===== config.mk =====
export PLATFORM = sky130hd
export DESIGN_NAME = gsa_ctrl
export DESIGN_NICKNAME = d
export VERILOG_FILES = /design/src/rtl/gsa_pkg.sv /design/src/rtl/gsa_ctrl.sv
export SDC_FILE = /design/constraint.sdc
export NUM_CORES = 1
export LEC_CHECK = 0
export BUFFER_PORTS_ARGS = -buffer_cell sky130_fd_sc_hd__buf_4
export CAP_MARGIN = 20
export CORE_AREA = 5 5 42 44
export CTS_CLUSTER_SIZE = 14
export DETAILED_ROUTE_END_ITERATION = 8
export DIE_AREA = 0 0 47 49
export PLACE_DENSITY = 0.59
export SLEW_MARGIN = 0
export SYNTH_ARGS = -nofsm -noshare
export SYNTH_HDL_FRONTEND = slang
export SYNTH_SLANG_ARGS = --single-unit

===== constraint.sdc =====
create_clock -name clk -period 1.87 [get_ports clk]
set_clock_uncertainty 0.05 [all_clocks]
set_input_delay 0.2805 -clock clk [delete_from_list [all_inputs] [get_ports clk]]
set_output_delay 0.2805 -clock clk [all_outputs]
set_load 0.005 [all_outputs]

===== src/rtl/gsa_pkg.sv =====
// Shared types and constants for the generational slot allocator.
package gsa_pkg;

  localparam int SlotsDefault       = 64;
  localparam int GenBitsDefault     = 16;
  localparam int PayloadBitsDefault = 32;
  localparam int OwnerBits          = 32;

  typedef enum logic [1:0] {
    ACT_ALLOC   = 2'd0,
    ACT_RELEASE = 2'd1,
    ACT_LOOKUP  = 2'd2,
    ACT_CLEAR   = 2'd3
  } action_t;

  typedef enum logic [1:0] {
    STAT_OK      = 2'd0,
    STAT_INVALID = 2'd1,
    STAT_FULL    = 2'd2
  } status_t;

  typedef struct packed {
    logic    capture;
    logic    fetch;
    logic    exec;
    logic    alloc_reuse;
    logic    alloc_new;
    logic    release_slot;
    logic    clear;
    logic    read_entry;
    status_t report;
    logic    fix;
    logic    load_out;
  } gsa_cmd_t;

  typedef struct packed {
    action_t act;
    logic    can_reuse;
    logic    can_new;
    logic    handle_ok;
    logic    pos_differs;
  } gsa_stat_t;

endpackage


===== src/rtl/gsa_ctrl.sv =====
// Controller state machine that sequences one request through fetch, execute and finish.
module gsa_ctrl
  import gsa_pkg::*;
(
  input  logic      clk,
  input  logic      rst,
  input  logic      in_valid,
  output logic      in_stall,
  output logic      out_valid,
  input  logic      out_stall,
  input  gsa_stat_t stat,
  output gsa_cmd_t  cmd
);

  typedef enum logic [3:0] {
    S_IDLE   = 4'b0001,
    S_FETCH  = 4'b0010,
    S_EXEC   = 4'b0100,
    S_FINISH = 4'b1000
  } state_t;

  state_t state;
  state_t state_next;
  logic   need_fix;
  logic   need_fix_next;
  logic   out_valid_next;
  logic   out_free;

  assign in_stall = (state != S_IDLE);
  assign out_free = !out_valid || !out_stall;

  always_comb begin
    cmd            = '0;
    cmd.report     = STAT_OK;
    state_next     = state;
    need_fix_next  = need_fix;
    out_valid_next = out_valid && out_stall;
    case (state)
      S_IDLE: begin
        if (in_valid) begin
          cmd.capture = 1'b1;
          state_next  = S_FETCH;
        end
      end
      S_FETCH: begin
        cmd.fetch  = 1'b1;
        state_next = S_EXEC;
      end
      S_EXEC: begin
        cmd.exec      = 1'b1;
        need_fix_next = 1'b0;
        case (stat.act)
          ACT_ALLOC: begin
            if (stat.can_reuse) begin
              cmd.alloc_reuse = 1'b1;
            end else if (stat.can_new) begin
              cmd.alloc_new = 1'b1;
            end else begin
              cmd.report = STAT_FULL;
            end
          end
          ACT_CLEAR: begin
            cmd.clear = 1'b1;
          end
          ACT_RELEASE, ACT_LOOKUP: begin
            if (stat.handle_ok) begin
              cmd.read_entry = 1'b1;
              if (stat.act == ACT_RELEASE) begin
                cmd.release_slot = 1'b1;
                need_fix_next    = stat.pos_differs;
              end
            end else begin
              cmd.report = STAT_INVALID;
            end
          end
          default: begin
            cmd.report = STAT_INVALID;
          end
        endcase
        state_next = S_FINISH;
      end
      S_FINISH: begin
        cmd.fix = need_fix;
        if (out_free) begin
          cmd.load_out   = 1'b1;
          out_valid_next = 1'b1;
          state_next     = S_IDLE;
        end
      end
      default: begin
        state_next = S_IDLE;
      end
    endcase
  end

  always_ff @(posedge clk) begin
    if (rst) begin
      state     <= S_IDLE;
      need_fix  <= 1'b0;
      out_valid <= 1'b0;
    end else begin
      state     <= state_next;
      need_fix  <= need_fix_next;
      out_valid <= out_valid_next;
    end
  end

endmodule


; Word level (Yosys, flattened, before mapping)
; Index checks and enable logic that the tools add are counted.
[totals]
regBits = 6
wordCells = 48
input_bits = 10
[op_classes]
muxes = 28
n_reduce_logical = 7
eq_ne = 10
[ops]
columns = op, count
row1 = 1-bit 2-to-1 mux, 19
row2 = 4-bit case mux with 4 select lines, 1
row3 = 2-bit 2-to-1 mux, 4
row4 = 4-bit 2-to-1 mux, 2
row5 = 8-bit 2-to-1 mux, 1
row6 = "2-bit == test, second input constant", 2
row7 = "4-bit by 1-bit == test with 1-bit output, second input constant", 1
row8 = "4-bit by 2-bit == test with 1-bit output, second input constant", 1
row9 = "4-bit by 3-bit == test with 1-bit output, second input constant", 1
row10 = "4-bit == test, second input constant", 1
row11 = "2-bit != test, second input constant", 2
row12 = "4-bit by 1-bit != test with 1-bit output, second input constant", 1
row13 = 2-bit case mux with 2 select lines, 1
row14 = "2-bit by 1-bit == test with 1-bit output, second input constant", 1
row15 = 1-bit logical NOT, 2
row16 = 2-bit logical NOT, 1
row17 = 2-bit AND reduction, 1
row18 = 2-bit OR reduction, 1
row19 = 1-bit logical AND, 1
row20 = 1-bit logical OR, 1

; Depth between registers and ports, before layout
[depth]
word_depth = 5
depth_mapped = 5
ltp_nobuf = 5

; Worst setup path before layout
; OpenSTA, ideal clock, no wires.
[synth_timing]
path_kind = register to output
start = register state[1]
end = output cmd[7] in the netlist's numbering
n_path_buf = 0
slack_ns = 0.452
arrival_ns = 1.087
stages_incl_launch_ff = 4
path_cell_list = dfxtp_1 -> nor4b_4 -> nand2_2 -> nor3b_2
[synth_rtl]
columns = item, line_no
row1 = "start, declared", gsa_ctrl.sv:22  ; state_t state;
row2 = "start signal, assigned", gsa_ctrl.sv:102  ; state <= state_next;
row3 = "end, declared", gsa_ctrl.sv:12  ; output gsa_cmd_t cmd

==> results_dict.tcl <==
set metrics [dict create \
    cp.arrival_ps 1460 \
    slew_headroom 0.6850 \
    peakVddDrop_uv 250.8 \
    synth_edf_count 0 \
    synth_nets 62 \
    fmax_ghz 0.5583 \
    synthCells 48 \
    hold_ws_ps 170.3 \
    async_flop_share 0 \
    seqPwrFrac 0.435 \
    yosys_warnings 0 \
    switching_share 0.2581 \
    clockBufferDepth 2 \
    gp_congestion 0.6629 \
    p_leak_nw 0.3256 \
    pwr-share-clk 0.369 \
    p_total_uw 324.5 \
    root_buffer "clkbuf_4" \
    drtAntennaViolNets 0 \
    fin_ws_ps 78.94 \
    final_cell_mix "buf_4 (27), inv_1 (5), dfxtp_1 (5)" \
    path_class "flop to primary output" \
    dp_hpwl_um 863.2 \
    min_period_ps 1791 \
    gr-total-overflow 0 \
    area_growth_pct 55.36 \
    synth_area_per_cell_sq_um 8.993 \
    clk_latency_ps 240 \
    seq_area_sq_um 121.4 \
    ys.flop_type "dfxtp_1" \
    outcome "completed" \
    place_area_sq_um 616.8 \
    vias 449 \
    first_iter_violations 5 \
    worstMarginPinSlew_ps 468.1 \
    routed_wl_um 1124 \
    fin_util 0.4786 \
    core_sq_um 1401 \
    die_h_um 49 \
    insertedDiodeCount 0 \
    via_per_inst 4.828 \
    final_cell_count_no_fill 93 \
    pin_count 24 \
    grt_pass1_vias 452 \
    yosysSeqAreaShare 0.2783 \
    cts_tree "yes" \
    synth_seq_cells 6 \
    internal_power_uw 240.7 \
    finalSetupViolations 0 \
    drtPass1Iterations 2 \
    tns_ps 0 \
    dieArea_sq_um 2303 \
    crit_fanout 7 \
    mostFrequentLayoutCell "buf_4" \
    switchingPower_uw 83.74 \
    num-fill-cells 153 \
    grt_max_degree 9 \
    crit_path_end_kind "primary output" \
    gr-usage-all-layers 0.1078 \
    placed_cells 86 \
    final_nets 93 \
    pre_cts_ws_ps 220.0 \
    grt_pass1_wl_um 1766 \
    netlist_area_sq_um 431.7 \
    holdCritPathClass "primary input to flop" \
    cap_violations 0 \
    slew_violations 0 \
    crit_path_start_kind "flop" \
    die_w_um 47 \
    hold_violations 0 \
    port_buffers 23 \
    cts.sinks 6 \
    power_frac_comb 0.196 \
    drive_gt1_frac 0.5455 \
    path_clk_slew_ps 50 \
    multi_input_area_sq_um 285.3 \
    wire_per_inst_um 12.09 \
    antenna_found_initial 0 \
    drc 0 \
    std_cell_rows 14 \
    start_util 0.3080 \
    cts_max_level 1 \
    power_density_nw_per_um2 483.8 \
    synth.distinct_cells 27 \
    fin_area_sq_um 670.6 \
    crit_required_ps 1540 \
    finalCritPeriodShare 0.9578 \
    cts_buffers 3 \
]
path summary, 6_finish.rpt:
check	from	endpoint	slack, ps	cells after the start
worst max register to register	state[0]$_SDFFE_PP1P_	need_fix$_SDFFE_PP0P_	380	6
worst max-delay path	state[0]$_SDFFE_PP1P_	cmd[2]	80	5
worst min-delay path	rst	need_fix$_SDFFE_PP0P_	170	2
worst min register to register	out_valid$_SDFF_PP0_	out_valid$_SDFF_PP0_	470	2
cells in the mapped netlist, drive strengths merged, types with 2 or more instances:
| master | n | share of area |
|---|---|---|
| a21oi | 2 | 0.023 |
| and2 | 2 | 0.032 |
| and3 | 3 | 0.052 |
| dfxtp | 6 | 0.28 |
| ha | 4 | 0.12 |
| inv | 5 | 0.043 |
| nand2 | 4 | 0.041 |
| nor2 | 5 | 0.049 |
| nor3 | 2 | 0.023 |
| nor4 | 2 | 0.043 |
| o21ai | 2 | 0.023 |
power groups by stage:
stage / registers [mW] / clock network, mW / logic (mW)
global route: 0.142 / 0.132 / 0.0705
floorplan: 0.142 / 0 / 0.0279
detailed placement: 0.144 / 0 / 0.0636
global placement: 0.143 / 0 / 0.0634
finish: 0.141 / 0.120 / 0.0637
CTS: 0.141 / 0.124 / 0.0640
kinds of logic after synthesis:
| kind of cell | Yosys count | synth area share |
|---|---|---|
| fa+ha+maj | 4 | 0.1159 |
| compound gates | 7 | 0.1014 |
| simple gates | 24 | 0.4087 |
| mux | 1 | 0.03477 |
| buf+inv | 6 | 0.06088 |
| flops | 6 | 0.2783 |
repair_timing:
action                                  4_1_cts  5_1_grt
hold buffers                                  0        0
gates cloned                                  0        0
setup buffers                                 2        2
endpoints found under the setup margin        3        2
endpoints found under the hold margin         0        0
pin swaps                                     1        0
gates resized for setup                       0        1
state kept, by name, indices dropped and copies added (netlist names):
name       flops
need_fix       1
out_valid      1
state          4
worst max-delay path: stages (launching register included):
cell	delay, ps
dfxtp_1	360
nor4b_4	280
buf_4	180
nand2_1	70
nor3_1	180
buf_4	150
layout make-up:
cell class / instances / area share
clock buffers: 3 / 0.03358
inverters: 5 / 0.02799
multi-input cells: 36 / 0.4254
flip-flops and latches: 6 / 0.1810
well taps: 16 / 0.02985
repair buffers: 27 / 0.3022
routing by layer:
metal,vias up,GRT usage,wire length (um)
met5,-,0,0
met4,0,0.1106,43
met3,4,0.02583,119
met2,26,0.1516,505
met1,190,0.1211,456
li1,229,-,-
Power figures use the tool's default switching activity.
